[config.mk]
export PLATFORM = sky130hd
export DESIGN_NAME = utf8_jni_name_mangler_core
export DESIGN_NICKNAME = d
export VERILOG_FILES = /design/src/hw/rtl/umj_pkg.sv /design/src/hw/rtl/umj_front.sv /design/src/hw/rtl/umj_queue.sv /design/src/hw/rtl/umj_back.sv /design/src/hw/rtl/utf8_jni_name_mangler_core.sv
export VERILOG_INCLUDE_DIRS = /design/src /design/src/hw/rtl
export SDC_FILE = /design/constraint.sdc
export NUM_CORES = 1
export LEC_CHECK = 0
export ABC_AREA = 1
export ABC_CLOCK_PERIOD_IN_PS = 5200
export BUFFER_PORTS_ARGS = -buffer_cell sky130_fd_sc_hd__buf_2
export CORE_ASPECT_RATIO = 1.5
export CORE_MARGIN = 5
export CORE_UTILIZATION = 25
export CTS_BUF_LIST = sky130_fd_sc_hd__clkbuf_4 sky130_fd_sc_hd__clkbuf_8
export DETAILED_ROUTE_END_ITERATION = 12
export SLEW_MARGIN = 30
export SYNTH_ARGS = -nofsm -noshare
export SYNTH_HDL_FRONTEND = slang
export SYNTH_HIERARCHICAL = 1
export SYNTH_SLANG_ARGS = --single-unit
[constraint.sdc]
create_clock -name clk -period 5.2 [get_ports clk]
set_input_delay 0.26 -clock clk [delete_from_list [all_inputs] [get_ports clk]]
set_output_delay 0.26 -clock clk [all_outputs]
set_load 0.02 [all_outputs]
[src/hw/rtl/assert_macros.svh]
// Assertion helpers shared by the RTL files.
`ifndef ASSERT_MACROS_SVH
`define ASSERT_MACROS_SVH

// Same-cycle implication, checked outside reset.
`define ASSERT_IMPLY(label, clk, rst_n, ante, cons, msg) \
    label: assert property (@(posedge clk) disable iff (!rst_n) (ante) |-> (cons)) \
        else $error(msg);

// Next-cycle implication, checked outside reset.
`define ASSERT_NEXT(label, clk, rst_n, ante, cons, msg) \
    label: assert property (@(posedge clk) disable iff (!rst_n) (ante) |=> (cons)) \
        else $error(msg);

`endif

[src/hw/rtl/umj_pkg.sv]
`timescale 1ns / 1ps

package umj_pkg;

    localparam int QUEUE_DEPTH = 4;
    localparam int QUEUE_PTR_W = $clog2(QUEUE_DEPTH);
    localparam int QUEUE_CNT_W = $clog2(QUEUE_DEPTH + 1);

    // Position counter inside one job: up to two six-character escapes.
    localparam int          ESC_LEN       = 6;
    localparam logic [3:0]  LAST_IDX_HEX1 = 4'd5;
    localparam logic [3:0]  LAST_IDX_HEX2 = 4'd11;
    localparam logic [3:0]  LAST_IDX_PAIR = 4'd1;
    localparam logic [3:0]  LAST_IDX_ONE  = 4'd0;

    localparam logic [6:0] CH_UNDER  = 7'h5F;
    localparam logic [6:0] CH_ZERO   = 7'h30;
    localparam logic [6:0] CH_ONE    = 7'h31;
    localparam logic [6:0] CH_TWO    = 7'h32;
    localparam logic [6:0] CH_THREE  = 7'h33;
    localparam logic [6:0] CH_NONE   = 7'h00;

    localparam logic [15:0] U_LPAREN = 16'h0028;
    localparam logic [15:0] U_RPAREN = 16'h0029;
    localparam logic [15:0] U_DOT    = 16'h002E;
    localparam logic [15:0] U_SLASH  = 16'h002F;
    localparam logic [15:0] U_UNDER  = 16'h005F;
    localparam logic [15:0] U_SEMI   = 16'h003B;
    localparam logic [15:0] U_LBRACK = 16'h005B;

    localparam logic [20:0] SUPP_BASE = 21'h10000;

    typedef enum logic [2:0] {
        JOB_PASS,
        JOB_UNDER,
        JOB_PAIR,
        JOB_HEX1,
        JOB_HEX2,
        JOB_MARK
    } job_kind_t;

    typedef struct packed {
        job_kind_t   kind;
        logic [15:0] unit0;     // character, pair second char, or first escaped unit
        logic [15:0] unit1;     // second escaped unit of a surrogate pair
        logic        name_end;
        logic        trunc;
    } job_t;

    function automatic logic [6:0] hex_ascii(input logic [3:0] nib);
        logic [6:0] wide;
        wide = {3'b000, nib};
        if (nib < 4'd10)
            hex_ascii = 7'h30 + wide;
        else
            hex_ascii = 7'h57 + wide;
    endfunction

endpackage

[src/hw/rtl/umj_front.sv]
`timescale 1ns / 1ps
`include "assert_macros.svh"

module umj_front (
    input  logic          clk,
    input  logic          rst_n,
    input  logic          dex_mode,
    input  logic          in_valid,
    output logic          in_ready,
    input  logic [7:0]    in_byte,
    input  logic          end_of_name,
    input  logic          queue_full,
    output logic          push_valid,
    output umj_pkg::job_t push_job
);
    import umj_pkg::*;

    logic [20:0] code_accum_reg, code_accum_next;
    logic [1:0]  bytes_pending_reg, bytes_pending_next;
    logic [1:0]  seq_len_reg, seq_len_next;
    logic        stopped_reg, stopped_next;

    logic        accept;
    logic        has_unit;
    logic        has_out;
    logic [15:0] unit;
    logic [20:0] acc_shift;
    logic [20:0] supp;
    logic        is_alnum;

    assign in_ready = !queue_full;
    assign accept   = in_valid && in_ready;

    assign acc_shift = {code_accum_reg[14:0], in_byte[5:0]};
    assign supp      = acc_shift - SUPP_BASE;

    assign is_alnum = (unit >= 16'h0061 && unit <= 16'h007A) ||
                      (unit >= 16'h0041 && unit <= 16'h005A) ||
                      (unit >= 16'h0030 && unit <= 16'h0039);

    always_comb
    begin
        code_accum_next    = code_accum_reg;
        bytes_pending_next = bytes_pending_reg;
        seq_len_next       = seq_len_reg;
        stopped_next       = stopped_reg;
        has_unit           = 1'b0;
        has_out            = 1'b0;
        unit               = 16'h0000;
        push_job.kind      = JOB_MARK;
        push_job.unit0     = 16'h0000;
        push_job.unit1     = 16'h0000;

        // Decode the byte unless a closing paren already muted the name.
        if (!stopped_reg)
        begin
            if (bytes_pending_reg == 2'd0)
            begin
                if (in_byte < 8'h80)
                begin
                    has_unit = 1'b1;
                    unit     = {8'h00, in_byte};
                end
                else if (in_byte < 8'hE0)
                begin
                    code_accum_next    = {16'h0000, in_byte[4:0]};
                    bytes_pending_next = 2'd1;
                    seq_len_next       = 2'd1;
                end
                else if (in_byte < 8'hF0)
                begin
                    code_accum_next    = {17'h00000, in_byte[3:0]};
                    bytes_pending_next = 2'd2;
                    seq_len_next       = 2'd2;
                end
                else
                begin
                    code_accum_next    = {18'h00000, in_byte[2:0]};
                    bytes_pending_next = 2'd3;
                    seq_len_next       = 2'd3;
                end
            end
            else
            begin
                code_accum_next    = acc_shift;
                bytes_pending_next = bytes_pending_reg - 2'd1;
                if (bytes_pending_reg == 2'd1)
                begin
                    if (seq_len_reg == 2'd3)
                    begin
                        has_out        = 1'b1;
                        push_job.kind  = JOB_HEX2;
                        push_job.unit0 = {5'b11011, supp[20:10]};
                        push_job.unit1 = {6'b110111, supp[9:0]};
                    end
                    else
                    begin
                        has_unit = 1'b1;
                        unit     = acc_shift[15:0];
                    end
                    code_accum_next = 21'h000000;
                    seq_len_next    = 2'd0;
                end
            end
        end

        // Classify a finished unit.
        if (has_unit)
        begin
            has_out = 1'b1;
            if (dex_mode && unit == U_LPAREN)
            begin
                push_job.kind  = JOB_PAIR;
                push_job.unit0 = {9'h000, CH_UNDER};
            end
            else if (dex_mode && unit == U_RPAREN)
            begin
                has_out      = 1'b0;
                stopped_next = 1'b1;
            end
            else if (is_alnum)
            begin
                push_job.kind  = JOB_PASS;
                push_job.unit0 = unit;
            end
            else if (unit == U_DOT || unit == U_SLASH)
            begin
                push_job.kind = JOB_UNDER;
            end
            else if (unit == U_UNDER)
            begin
                push_job.kind  = JOB_PAIR;
                push_job.unit0 = {9'h000, CH_ONE};
            end
            else if (unit == U_SEMI)
            begin
                push_job.kind  = JOB_PAIR;
                push_job.unit0 = {9'h000, CH_TWO};
            end
            else if (unit == U_LBRACK)
            begin
                push_job.kind  = JOB_PAIR;
                push_job.unit0 = {9'h000, CH_THREE};
            end
            else
            begin
                push_job.kind  = JOB_HEX1;
                push_job.unit0 = unit;
            end
        end

        // A partial sequence left at the name end is dropped and flagged.
        push_job.name_end = end_of_name;
        push_job.trunc    = end_of_name && (bytes_pending_next != 2'd0);

        if (end_of_name)
        begin
            code_accum_next    = 21'h000000;
            bytes_pending_next = 2'd0;
            seq_len_next       = 2'd0;
            stopped_next       = 1'b0;
        end

        push_valid = accept && (has_out || end_of_name);
    end

    always_ff @(posedge clk or negedge rst_n)
    begin
        if (!rst_n)
        begin
            code_accum_reg    <= '0;
            bytes_pending_reg <= '0;
            seq_len_reg       <= '0;
            stopped_reg       <= 1'b0;
        end
        else if (accept)
        begin
            code_accum_reg    <= code_accum_next;
            bytes_pending_reg <= bytes_pending_next;
            seq_len_reg       <= seq_len_next;
            stopped_reg       <= stopped_next;
        end
    end

    `ASSERT_IMPLY(a_mute_no_pending, clk, rst_n, stopped_reg, bytes_pending_reg == 2'd0, "muted name holds a partial sequence")
    `ASSERT_NEXT(a_end_clears, clk, rst_n, accept && end_of_name, bytes_pending_reg == 2'd0 && !stopped_reg, "name end did not clear decoder")

endmodule

[src/hw/rtl/umj_queue.sv]
`timescale 1ns / 1ps
`include "assert_macros.svh"

module umj_queue (
    input  logic          clk,
    input  logic          rst_n,
    input  logic          push_valid,
    input  umj_pkg::job_t push_job,
    output logic          full,
    output logic          head_valid,
    output umj_pkg::job_t head_job,
    input  logic          pop
);
    import umj_pkg::*;

    job_t                   slots [QUEUE_DEPTH];
    logic [QUEUE_PTR_W-1:0] wr_ptr_reg;
    logic [QUEUE_PTR_W-1:0] rd_ptr_reg;
    logic [QUEUE_CNT_W-1:0] count_reg;
    logic                   do_push;
    logic                   do_pop;

    assign full       = (count_reg == QUEUE_CNT_W'(QUEUE_DEPTH));
    assign head_valid = (count_reg != '0);
    assign head_job   = slots[rd_ptr_reg];
    assign do_push    = push_valid && !full;
    assign do_pop     = pop && head_valid;

    always_ff @(posedge clk)
    begin
        if (do_push)
            slots[wr_ptr_reg] <= push_job;
    end

    always_ff @(posedge clk or negedge rst_n)
    begin
        if (!rst_n)
        begin
            wr_ptr_reg <= '0;
            rd_ptr_reg <= '0;
            count_reg  <= '0;
        end
        else
        begin
            if (do_push)
                wr_ptr_reg <= wr_ptr_reg + 1'b1;
            if (do_pop)
                rd_ptr_reg <= rd_ptr_reg + 1'b1;
            if (do_push && !do_pop)
                count_reg <= count_reg + 1'b1;
            else if (do_pop && !do_push)
                count_reg <= count_reg - 1'b1;
        end
    end

    `ASSERT_IMPLY(a_no_overflow, clk, rst_n, push_valid, !full, "push into full queue")
    `ASSERT_IMPLY(a_count_range, clk, rst_n, 1'b1, count_reg <= QUEUE_CNT_W'(QUEUE_DEPTH), "queue count out of range")

endmodule

[src/hw/rtl/umj_back.sv]
`timescale 1ns / 1ps
`include "assert_macros.svh"

module umj_back (
    input  logic          clk,
    input  logic          rst_n,
    input  logic          head_valid,
    input  umj_pkg::job_t head_job,
    output logic          pop,
    output logic          out_valid,
    input  logic          out_ready,
    output logic [6:0]    out_char,
    output logic          char_valid,
    output logic          last_of_run,
    output logic          name_done,
    output logic          truncated
);
    import umj_pkg::*;

    logic [3:0]  idx_reg;
    logic        out_valid_reg;
    logic [6:0]  out_char_reg;
    logic        char_valid_reg;
    logic        last_reg;
    logic        done_reg;
    logic        trunc_reg;

    logic        load;
    logic        at_last;
    logic [3:0]  last_idx;
    logic        second_unit;
    logic [2:0]  esc_pos;
    logic [15:0] esc_unit;
    logic [3:0]  nib;
    logic [6:0]  ch;
    logic        ch_valid;

    always_comb
    begin
        case (head_job.kind)
            JOB_HEX1: last_idx = LAST_IDX_HEX1;
            JOB_HEX2: last_idx = LAST_IDX_HEX2;
            JOB_PAIR: last_idx = LAST_IDX_PAIR;
            default:  last_idx = LAST_IDX_ONE;
        endcase
    end

    assign second_unit = (idx_reg >= 4'(ESC_LEN));
    assign esc_pos     = second_unit ? 3'(idx_reg - 4'(ESC_LEN)) : idx_reg[2:0];
    assign esc_unit    = second_unit ? head_job.unit1 : head_job.unit0;

    always_comb
    begin
        case (esc_pos)
            3'd2:    nib = esc_unit[15:12];
            3'd3:    nib = esc_unit[11:8];
            3'd4:    nib = esc_unit[7:4];
            default: nib = esc_unit[3:0];
        endcase
    end

    always_comb
    begin
        ch_valid = 1'b1;
        case (head_job.kind)
            JOB_PASS:  ch = head_job.unit0[6:0];
            JOB_UNDER: ch = CH_UNDER;
            JOB_PAIR:  ch = (idx_reg == 4'd0) ? CH_UNDER : head_job.unit0[6:0];
            JOB_HEX1,
            JOB_HEX2:
            begin
                if (esc_pos == 3'd0)
                    ch = CH_UNDER;
                else if (esc_pos == 3'd1)
                    ch = CH_ZERO;
                else
                    ch = hex_ascii(nib);
            end
            default:
            begin
                ch       = CH_NONE;
                ch_valid = 1'b0;
            end
        endcase
    end

    assign at_last = (idx_reg == last_idx);
    assign load    = head_valid && (!out_valid_reg || out_ready);
    assign pop     = load && at_last;

    always_ff @(posedge clk or negedge rst_n)
    begin
        if (!rst_n)
        begin
            idx_reg       <= '0;
            out_valid_reg <= 1'b0;
        end
        else
        begin
            if (load)
                idx_reg <= at_last ? 4'd0 : idx_reg + 4'd1;
            if (load)
                out_valid_reg <= 1'b1;
            else if (out_ready)
                out_valid_reg <= 1'b0;
        end
    end

    always_ff @(posedge clk)
    begin
        if (load)
        begin
            out_char_reg   <= ch;
            char_valid_reg <= ch_valid;
            last_reg       <= at_last;
            done_reg       <= at_last && head_job.name_end;
            trunc_reg      <= at_last && head_job.trunc;
        end
    end

    assign out_valid   = out_valid_reg;
    assign out_char    = out_char_reg;
    assign char_valid  = char_valid_reg;
    assign last_of_run = last_reg;
    assign name_done   = done_reg;
    assign truncated   = trunc_reg;

    `ASSERT_IMPLY(a_done_is_last, clk, rst_n, out_valid_reg && done_reg, last_reg, "name end not on final char of its byte")
    `ASSERT_IMPLY(a_bare_marker, clk, rst_n, out_valid_reg && !char_valid_reg, done_reg, "bare marker without name end")

endmodule

[src/hw/rtl/utf8_jni_name_mangler_core.sv]
`timescale 1ns / 1ps
// Channel   | Direction | Handshake            | Payload
// ----------+-----------+----------------------+--------------------------------------------
// in        | request   | in_valid / in_ready  | in_byte, end_of_name
// out       | result    | out_valid/ out_ready | out_char, char_valid, last_of_run,
//           |           |                      | name_done, truncated
// cfg       | write     | cfg_valid/ cfg_ready | cfg_data (dex_mode)
//
// Rates: one request per cycle enters while the job queue has room; each
//   request yields 0 to 12 characters, shown one per cycle from the output
//   register while out_ready is high; an escape gives 6 characters, a surrogate pair 12.
// The front end decodes UTF-8 and classifies each unit into a job; a
//   four-entry queue separates it from the back end, which expands jobs.
// Reset clears decoder state, queue pointers, output valid and dex_mode.
// Stalls: out_ready low holds the output register; a full queue drops in_ready.
module utf8_jni_name_mangler_core (
    input  logic       clk,
    input  logic       rst_n,
    input  logic       in_valid,
    output logic       in_ready,
    input  logic [7:0] in_byte,
    input  logic       end_of_name,
    output logic       out_valid,
    input  logic       out_ready,
    output logic [6:0] out_char,
    output logic       char_valid,
    output logic       last_of_run,
    output logic       name_done,
    output logic       truncated,
    input  logic       cfg_valid,
    output logic       cfg_ready,
    input  logic       cfg_data
);
    import umj_pkg::*;

    logic dex_mode_reg;

    logic queue_full;
    logic push_valid;
    job_t push_job;
    logic head_valid;
    job_t head_job;
    logic pop;

    // Writes must land only while idle, a duty of the user that the block leaves unchecked; take them at once.
    assign cfg_ready = 1'b1;

    always_ff @(posedge clk or negedge rst_n)
    begin
        if (!rst_n)
            dex_mode_reg <= 1'b0;
        else if (cfg_valid && cfg_ready)
            dex_mode_reg <= cfg_data;
    end

    // Decode bytes and classify finished units.
    umj_front u_front (
        .clk         (clk),
        .rst_n       (rst_n),
        .dex_mode    (dex_mode_reg),
        .in_valid    (in_valid),
        .in_ready    (in_ready),
        .in_byte     (in_byte),
        .end_of_name (end_of_name),
        .queue_full  (queue_full),
        .push_valid  (push_valid),
        .push_job    (push_job)
    );

    // Hold jobs between decode and expansion.
    umj_queue u_queue (
        .clk        (clk),
        .rst_n      (rst_n),
        .push_valid (push_valid),
        .push_job   (push_job),
        .full       (queue_full),
        .head_valid (head_valid),
        .head_job   (head_job),
        .pop        (pop)
    );

    // Expand each job into characters, one per cycle while out_ready is high.
    umj_back u_back (
        .clk         (clk),
        .rst_n       (rst_n),
        .head_valid  (head_valid),
        .head_job    (head_job),
        .pop         (pop),
        .out_valid   (out_valid),
        .out_ready   (out_ready),
        .out_char    (out_char),
        .char_valid  (char_valid),
        .last_of_run (last_of_run),
        .name_done   (name_done),
        .truncated   (truncated)
    );

endmodule

==> results.md, run 1 <==
* Setup repair after global routing missed its margin: no
* Synth Area in Adders at ~1.6%
* Largest family of logic cells by synthesized area: simple AND/OR/NAND/NOR gates
* GR Layer Usage met2 at 21.4%
* Top post-synthesis cells by area: edfxtp_1 (49%), nand2_1 (9.9%), dfrtp_1 (8.4%)
* Hold crit path type: input pin to flip-flop
* Data arrival, critical path at 4.32 ns
* Synth-to-Final Area Change at 10.1%
* Critical R2R Launch: u_front/stopped_reg$_DFFE_PN0P_
* Pre-antenna DRT Iters at 5
* CTS H-tree lvls at 4
* Core ar. at 0.0386 mm²
* YS warnings at 6
* # rows at roughly 90
* WL per Instance at 15.5 µm
* Yosys reg bits at 192
* M1 GR Usage at between 10 and 15%
* Slew headroom at 37.2%
* Setup TNS at 0 ns
* Clk_lat worst skew at 0.49 ns
* Mapped Area at 0.00978 mm²
* Worst Setup End Kind: flip-flop
* R2R setup slack at 1.26 ns
* GRT Total Usage at a little under an eighth
* PD cells at 561 mW/mm²
* Iter 0 DRT Violations at 513
* CTS tree: done
* GRT overflow at 0
* Synth Area in Compound Gates at 10.8%
* Die H at about 250 µm
* Final ANT Viol Nets at 0
* CTS clock-pin slew for the worst setup and hold paths at 0.10 ns
* Inserted Clock Buffers at 17
* Count of flip-flops with a built-in enable after synthesis at 159
* Port Buffers at 27
* Pleak at 0.00451 µW
* Largest net degree at the start of global routing at 102
* Filler cells at 4010
* Worst Hold Depth at 3
* CTS root buf: clkbuf_8
* Yosys top cell area share at ~49%
* IO Pins at 29
* Distinct cells, synth at 45
* Clk_skew at 0.0136 ns
* Met3 GRT Util at 2.19%
* Clock sink count at around 190
* CTS Buffer Depth at 2
* Max-slew violation count at 0
* Endpoints failing setup at 0
* DR vias/cell at 4.55
* Max FFs per register at 148
* Reg area at 0.00560 mm²
* Yosys top cell by area: edfxtp_1
* CTS resizes at 0
* Initial antenna violation count at 1
* Crit Path Max Fanout at 12
* Synth Instances at 1016
* Worst Hold End: u_front/code_accum_reg[1]$_DFFE_PN0P_
* First-pass GRT wire length at 37700 µm
* DR vias at 7032
* Hold Crit Start: in_byte[1]
* GRT Max-Usage Layer: met2
* Crit share post-route at between 70% and 80%
* Final Hold Violating Endpoints at 0
* Final wirelength at 24000 µm
* Status: finished clean
* Multiplexer area fraction after synthesis at 0%
* Syn Area/Cell at 9.63 µm²
* Post-synthesis xor/xnor area fraction at less than 1%
* Multi-input logic area at 0.00329 mm²
* Die area at 0.0433 mm²
* Simple-gate share of the synthesized area at between 20% and 30%
* Most instantiated cells after synthesis: nand2_1 (259), edfxtp_1 (159), inv_1 (155)
* Final min period at 3.94 ns
* Startpoint Class: flip-flop
* Post-synth net total at 1043
* Tightest Pin Transition at ~0.94 ns
* Cell depth of the worst flop-to-flop path at 16
* Die X at 172 µm
* Ys async rst share at 17.2%
* F_max at 254 MHz
* Hold buffer count at cts at 4
* Vias in the first global route at between 6000 and 7000
* Util after Layout at ~28%
* Worst path required time at 5.58 ns
* Count leader, synth: nand2_1
* Main synth FF type: edfxtp_1
* RD Place Congestion at 0.886
* Max_cap viols at 0
* Seq/Total Area, Yosys at a little under three fifths
* DP Wirelength at 17500 µm
* Initial Util at 25.3%
* Residual DRC at 0
* Post-CTS Setup Repair Bufs at 0
* Critical path class: flip-flop to flip-flop
* Nets at 1063
* Layout cells sized above 1 at 12.2%
* Worst ir drop on vdd at roughly 0.00029 V
* Worst R2R End: u_queue/count_reg[1]$_DFFE_PN0P_
power by group:
part           internal [µW]  leakage, µW  switching [µW]
Sequential              2080      0.00192             151
Combinational            824      0.00239            2040
Clock                    393     0.000189             557
cell usage in the layout (no fill, tap or decap), types with 6 or more instances in the layout:
master,count
nor2_2,12
nand3_2,7
nand3_1,61
nand2_2,7
buf_2,26
nand4_1,16
clkbuf_8,17
a21oi_1,16
inv_1,155
inv_2,9
dfrtp_1,33
edfxtp_1,159
nor2_1,54
nand2_1,259
o211ai_1,79
nor2_4,9
o22ai_1,6
o21ai_0,38
o21ai_1,7
ha_1,11
buf_4,11
worst max path at each step:
stage,from,end,slack (ns),cells after the start
3_3_place_gp,u_front/stopped_reg$_DFFE_PN0P_,u_queue/count_reg[1]$_DFFE_PN0P_,1.44,16
2_1_floorplan,u_front/stopped_reg$_DFFE_PN0P_,u_queue/slots[0][0]$_DFFE_PP_,1.38,8
6_report,u_front/stopped_reg$_DFFE_PN0P_,u_queue/count_reg[1]$_DFFE_PN0P_,1.26,16
3_5_place_dp,u_front/stopped_reg$_DFFE_PN0P_,u_queue/count_reg[1]$_DFFE_PN0P_,1.31,16
4_1_cts,u_front/stopped_reg$_DFFE_PN0P_,u_queue/count_reg[1]$_DFFE_PN0P_,1.31,16
5_1_grt,u_front/stopped_reg$_DFFE_PN0P_,u_queue/count_reg[1]$_DFFE_PN0P_,0.95,16
critical path: stages, from the launching register on:
cell and delay (ns):
dfrtp_1 0.56, inv_2 0.18, nand3_4 0.15, inv_2 0.06, o21ai_1 0.07, nand2_1 0.06, nor2_1 0.69, nand4_2 0.26
nand2_1 0.24, a31oi_1 0.18, nand2_1 0.39, inv_1 0.09, ha_1 0.23, inv_1 0.09, fa_1 0.42, nand2_1 0.08
o21ai_0 0.07
through the flow:
stage	area, µm²	worst slack, ns	cells	hold slack, ns	total power (µW)
6_report	10800	1.26	1545	0.0856	6050
5_1_grt	10800	0.954	1545	0.0776	6540
4_1_cts	10800	1.31	1544	0.0365	6120
3_5_place_dp	10300	1.31	1508	0.456	5160
3_3_place_gp	10300	1.44	1508	0.417	5100
2_1_floorplan	9780	1.38	1016	-0.0356	4420
per-layer routing:
metal  share of wire (%)  routed length [µm]  vias up
li1                    -                   -     3457
met1                  38                9030     3376
met2                  54               13100      147
met3                 3.7                 881       52
met4                 4.3                1030        0
met5                   0                   0        -
final cells by class:
| type | count | area share, % |
|---|---|---|
| Clock buffer | 17 | 2.17 |
| Clock inverter | 15 | 1.42 |
| Sequential cell | 192 | 52.0 |
| Tap cell | 495 | 5.75 |
| Timing Repair Buffer | 41 | 2.35 |
| Inverter | 166 | 5.81 |
| Antenna cell | 1 | 0.0232 |
| Multi-Input combinational cell | 618 | 30.5 |
cell families (layout without fill, tap and decap cells):
logic type | Yosys count | in the layout
xor gates and xnor gates | 5 | 5
other | 2 | 3
DFF | 192 | 192
and+or+nand+nor | 440 | 440
buffers and inverters | 206 | 239
AOI/OAI and AO/OA | 159 | 159
adders and majority gates | 12 | 12
Note: power is estimated with default switching activity, not from simulation.
==> run 2: changes to the inputs <==
--- a/config.mk
+++ b/config.mk
@@ -7,7 +7,7 @@
 export NUM_CORES = 1
 export LEC_CHECK = 0
 export ABC_AREA = 1
-export ABC_CLOCK_PERIOD_IN_PS = 5200
+export ABC_CLOCK_PERIOD_IN_PS = 3200
 export BUFFER_PORTS_ARGS = -buffer_cell sky130_fd_sc_hd__buf_2
 export CORE_ASPECT_RATIO = 1.5
 export CORE_MARGIN = 5
==> constraint.sdc (replaced) <==
create_clock -name clk -period 3.2 [get_ports clk]
set_input_delay 0.16 -clock clk [delete_from_list [all_inputs] [get_ports clk]]
set_output_delay 0.16 -clock clk [all_outputs]
set_load 0.02 [all_outputs]
==> results.md, run 2 (synthesis gave the netlist of run 1 again) <==
* Final ANT Viol Nets at 0
* Largest net degree at the start of global routing at 62
* CTS tree: done
* Data arrival, critical path at about 3.3 ns
* Die area at approximately 0.043 mm²
* Crit-path max cell delay at 0.41 ns
* WL per Instance at between 15 and 20 µm
* R2R setup slack at 0.25 ns
* Post-CTS Setup Repair Bufs at 0
* Pre-antenna DRT Iters at 5
* Worst path buffer plus inverter count at 2
* Port Buffers at 27
* Critical path class: flip-flop to flip-flop
* Clk_lat worst skew at between 0.4 and 0.5 ns
* Pre-CTS setup slack at 0.132 ns
* RD Place Congestion at around 0.90
* Clock sink count at 192
* Worst ir drop on vdd at 0.000475 V
* Setup repair after global routing missed its margin: no
* Pleak at 0.00463 µW
* PD cells at 910 mW/mm²
* Hold crit path type: input pin to flip-flop
* First-pass GRT wire length at 37300 µm
* Worst path required time at 3.57 ns
* F_max at roughly 340 MHz
* DR vias at 7022
* Final Hold Violating Endpoints at 0
* Iter 0 DRT Violations at 325
* PnR worst setup slack at 0.246 ns
* Cell depth of the worst flop-to-flop path at 17
* CTS Buffer Depth at 2
* DP Wirelength at about 17000 µm
* Worst hold slack at 0.0591 ns
* Layout cells sized above 1 at 13.7%
* Tightest Pin Transition at 0.564 ns
* Worst Setup End Kind: flip-flop
* Filler cells at 3990
* Vias in the first global route at 6864
* Cell mode on critical path: nand2_1
* Endpoints failing setup at 0
* CTS root buf: clkbuf_8
* GRT overflow at 0
* Initial antenna violation count at 1
* Inserted Clock Buffers at 17
* Status: finished clean
* # rows at 88
* Slew headroom at 62.4%
* CTS clock-pin slew for the worst setup and hold paths at around 0.1 ns
* Final Power at roughly 10000 µW
* Most common cell after layout, fill and taps aside: nand2_1
* Synth-to-Final Area Change at 12.7%
* DR vias/cell at approximately 4.5
* GRT Total Usage at 11.2%
* Worst setup path endpoint: u_queue/count_reg[1]$_DFFE_PN0P_
* Cell family with most CP delay: simple AND/OR/NAND/NOR gates
* Nets at ~1100
* Die H at 252 µm
* Crit Path Max Fanout at 10
* Critical-path top delay cell: fa_1
* Worst R2R End: u_queue/count_reg[1]$_DFFE_PN0P_
* Layout Cells excl Fill at around 1600
* Stages on worst setup path at 17
* Crit share post-route at 92.3%
* Clk_skew at between 0.01 and 0.015 ns
* Critical R2R Launch: u_front/seq_len_reg[0]$_DFFE_PN0P_
* Crit path from: u_front/seq_len_reg[0]$_DFFE_PN0P_
* Residual DRC at 0
* Startpoint Class: flip-flop
* IO Pins at 29
* CTS H-tree lvls at 4
* Placed insts at 1523
* Initial Util at 25.3%
* Die X at ~170 µm
* Final min period at around 3.0 ns
* Core ar. at 0.0386 mm²
* Critical-path cell list: nand2_2 > nand3_2 > nand2_4 > nand2_4 > nor2_4 > nand2_2 > nor2_4 > nand4_2 > nand2_1 > a31oi_2 > nand2_1 > inv_1 > ha_1 > inv_1 > fa_1 > nand2_1 > o21ai_0
* Final wirelength at 23700 µm
* Most frequent cells in the layout: nand2_1 (259), edfxtp_1 (159), inv_1 (155), o211ai_1 (79), nand3_1 (61)
* Max_cap viols at 0
* Max-slew violation count at 0
* Max FFs per register at 148
## run 2: where the power goes
part | total [µW] | switching (µW) | leakage, µW | internal [µW]
sequential | 3610 | 223 | 0.00192 | 3380
clock | 1630 | 884 | 0.000204 | 741
combinational | 4810 | 3340 | 0.00250 | 1470
## run 2: worst min-delay path by stage
stage | startpoint | to | slack [ns] | depth (start not counted)
3_5_place_dp | rst_n | dex_mode_reg$_DFFE_PN0P_ | 0.31 | 1
6_report | in_byte[3] | u_front/code_accum_reg[3]$_DFFE_PN0P_ | 0.06 | 3
4_1_cts | in_byte[2] | u_front/code_accum_reg[2]$_DFFE_PN0P_ | 0.008 | 3
5_1_grt | in_byte[2] | u_front/code_accum_reg[2]$_DFFE_PN0P_ | 0.03 | 3
3_3_place_gp | rst_n | dex_mode_reg$_DFFE_PN0P_ | 0.30 | 1
2_1_floorplan | rst_n | dex_mode_reg$_DFFE_PN0P_ | -0.14 | 0
## run 2: per-layer routing
layer / global-route usage [%] / wire (µm) / up-vias
met5: 0 / 0 / -
met4: 6.00 / 993 / 0
met3: 1.71 / 673 / 50
met2: 20.8 / 13000 / 150
met1: 11.8 / 9090 / 3322
li1: - / - / 3500
## run 2: metrics by stage
stage          area (µm²)  TNS (ns)  util (%)
5_1_grt             11000         0      28.5
3_3_place_gp        10500         0      27.2
3_5_place_dp        10500         0      27.2
2_1_floorplan        9790     -8.82         -
6_report            11000         0      28.5
4_1_cts             11000         0      28.5
## run 2: worst register-to-register path, stage by stage, from the launching register on
cell and delay [ns]:
dfrtp_1 0.40, nand2_2 0.22, nand3_2 0.18, nand2_4 0.15, nand2_4 0.10, nor2_4 0.11, nand2_2 0.08, nor2_4 0.15
nand4_2 0.17, nand2_1 0.15, a31oi_2 0.14, nand2_1 0.12, inv_1 0.05, ha_1 0.20, inv_1 0.09, fa_1 0.41
nand2_1 0.07, o21ai_0 0.07
## run 2: layout make-up
type	count	area [µm²]	share of cell area [%]
repair buffers	61	469	4.25
diodes	1	2.50	0.0227
well taps	495	619	5.61
flip-flops and latches	192	5600	50.8
multi-input cells	618	3300	29.9
clock buffers	19	255	2.31
clock inverters	13	155	1.41
inverters	166	626	5.67
## run 2: timing repair
action,CTS,global route
hold buffers,9,0
resized for setup,0,5
endpoints found under the setup margin,0,3
endpoints found under the hold margin,42,0
==> run 3: changes to the inputs <==
--- a/config.mk
+++ b/config.mk
@@ -9,7 +9,7 @@
 export ABC_AREA = 1
 export ABC_CLOCK_PERIOD_IN_PS = 3200
 export BUFFER_PORTS_ARGS = -buffer_cell sky130_fd_sc_hd__buf_2
-export CORE_ASPECT_RATIO = 1.5
+export CORE_ASPECT_RATIO = 0.8
 export CORE_MARGIN = 5
 export CORE_UTILIZATION = 25
 export CTS_BUF_LIST = sky130_fd_sc_hd__clkbuf_4 sky130_fd_sc_hd__clkbuf_8
==> results.md, run 3 (synthesis gave the netlist of run 1 again) <==
* Status: finished clean
* Pleak at 0.00470 µW
* Worst Setup End Kind: flip-flop
* CTS root buf: clkbuf_8
* Initial antenna violation count at 0
* GRT overflow at 0
* Cell family with most CP delay: simple AND/OR/NAND/NOR gates
* Crit Path Max Fanout at 6
* Final Instance Area at between 0.01 and 0.015 mm²
* Residual DRC at 0
* Data arrival, critical path at 3.34 ns
* RD Place Congestion at 0.889
* Die H at approximately 190 µm
* Logic pwr share at 48.1%
* Worst path required time at 3.57 ns
* Clk_lat worst skew at 0.49 ns
* Post-CTS Setup Repair Bufs at 0
* Critical-path cell list: nor2_2 > nand2_4 > nand2_4 > nand2_4 > nor2_4 > nand2_2 > nor2_4 > nand4_2 > nand2_1 > a31oi_1 > buf_4 > nand2_1 > inv_1 > ha_1 > inv_1 > fa_1 > nand2_1 > o21ai_0
* Tightest Pin Transition at 0.796 ns
* Final Hold Violating Endpoints at 0
* Max-slew violation count at 0
* Slew headroom at 46.9%
* Setup repair after global routing missed its margin: no
* Synth-to-Final Area Change at 14.1%
* Clock sink count at ~190
* Switching power at 4570 µW
* Worst ir drop on vdd at 0.000381 V
* DP Wirelength at 16700 µm
* Critical path class: flip-flop to flip-flop
* Hold crit path type: input pin to flip-flop
* Largest net degree at the start of global routing at 74
* Crit-path max cell delay at 0.46 ns
* Hold Crit Start: in_byte[7]
* CTS H-tree lvls at 4
* First-pass GRT wire length at 37700 µm
* Crit share post-route at 92.7%
* Clock power frac at roughly 17%
* Initial Util at between 20% and 30%
* Final ANT Viol Nets at 0
* GRT Total Usage at 11.1%
* DR vias/cell at approximately 4.5
* Setup TNS at 0 ns
* F_max at roughly 340 MHz
* Reg power frac at 35.0%
* Final wirelength at ~24000 µm
* Nets at 1093
* Worst path buffer plus inverter count at 3
* WL per Instance at 15.0 µm
* Post-DP Area at 0.0106 mm²
* # rows at 64
* CTS Buffer Depth at 2
* Max_cap viols at 0
* N_diodes at 0
* Core ar. at 0.0384 mm²
* Inserted Clock Buffers at 17
* DR vias at 7112
* Port Buffers at 27
* Endpoints failing setup at 0
* Max FFs per register at around 150
* Most common cell after layout, fill and taps aside: nand2_1
* Die area at 0.0432 mm²
* Vias in the first global route at 6734
* Clk_skew at 0.0184 ns
* CTS clock-pin slew for the worst setup and hold paths at roughly 0.10 ns
* Startpoint Class: flip-flop
* Critical-path top delay cell: dfrtp_2
* Final Power at 10300 µW
* Die X at 231 µm
* Pre-CTS setup slack at 0.234 ns
* PnR worst setup slack at 0.232 ns
* Critical R2R Launch: u_front/bytes_pending_reg[0]$_DFFE_PN0P_
* Crit path from: u_front/bytes_pending_reg[0]$_DFFE_PN0P_
* Sw Share at 44.4%
* Final min period at 2.97 ns
* IO Pins at 29
* PD cells at about 920 mW/mm²
* CTS tree: done
* Layout cells sized above 1 at 13.9%
* Filler cells at 4025
* Pre-antenna DRT Iters at 5
* Internal Dissipation at ~5700 µW
* Util after Layout at 29.1%
* Iter 0 DRT Violations at 688
* Most frequent cells in the layout: nand2_1 (259), edfxtp_1 (159), inv_1 (155), o211ai_1 (79), nand3_1 (61)
## run 3: cell types whose count changed in the layout (fill, tap and decap cells not counted), moves of 2 or more
cell           delta
clkinvlp_4        -2
buf_12            +4
inv_8             +2
dlygate4sd3_1     +3
buf_4             +4
## run 3: final cells by class
type | count | area (µm²) | area share, %
flip-flops and latches | 192 | 5600 | 50.2
multi-input cells | 618 | 3290 | 29.5
inverters | 166 | 626 | 5.60
well taps | 495 | 619 | 5.55
repair buffers | 71 | 598 | 5.36
clock buffers | 17 | 234 | 2.10
clock inverters | 15 | 200 | 1.79
## run 3: worst paths after layout
kind                            slack (ns)  cells past startpoint                            endpoint
worst max-delay path                  0.23                     18    u_queue/count_reg[1]$_DFFE_PN0P_
worst min-delay path                  0.11                      4  u_front/seq_len_reg[0]$_DFFE_PN0P_
worst max register to register        0.23                     18    u_queue/count_reg[1]$_DFFE_PN0P_
worst min register to register        0.51                      2        u_back/out_valid$_DFFE_PN0P_
max in group asynchronous             2.65                      2       u_back/idx_reg[2]$_DFFE_PN0P_
min in group asynchronous             0.15                      2            dex_mode_reg$_DFFE_PN0P_
## run 3: through the flow
stage / cells / hold WS (ns)
floorplan: 1016 / -0.136
global placement: 1530 / 0.307
detailed placement: 1530 / 0.320
CTS: 1573 / 0.00754
global route: 1574 / 0.0955
finish: 1574 / 0.107
## run 3: power by group through the flow
stage | logic (µW) | registers [µW] | clock network, µW
floorplan | 3470 | 3720 | 0
global route | 5580 | 3660 | 1900
global placement | 4860 | 3660 | 0
CTS | 4960 | 3600 | 1780
detailed placement | 4930 | 3660 | 0
finish | 4950 | 3610 | 1740
## run 3: repair_timing
action	CTS	global route
gates resized for setup	0	1
hold buffers	11	1
endpoints found under the setup margin	0	1
hold endpoints to repair	41	4
## run 3: worst reg2reg max path, delay by kind of cell (launching register included)
kind,cells,cell delay (ns)
compound gates,2,0.15
buf+inv,3,0.33
flops,1,0.46
fa+ha+maj,2,0.61
simple gates,11,1.31
## run 3: per-layer routing
metal / wire length [µm] / vias up / track usage, %
met4: 310 / 0 / 2.58
met1: 12000 / 3380 / 16.6
met5: 0 / - / 0
met3: 1460 / 26 / 3.08
li1: - / 3515 / -
met2: 9760 / 191 / 15.9
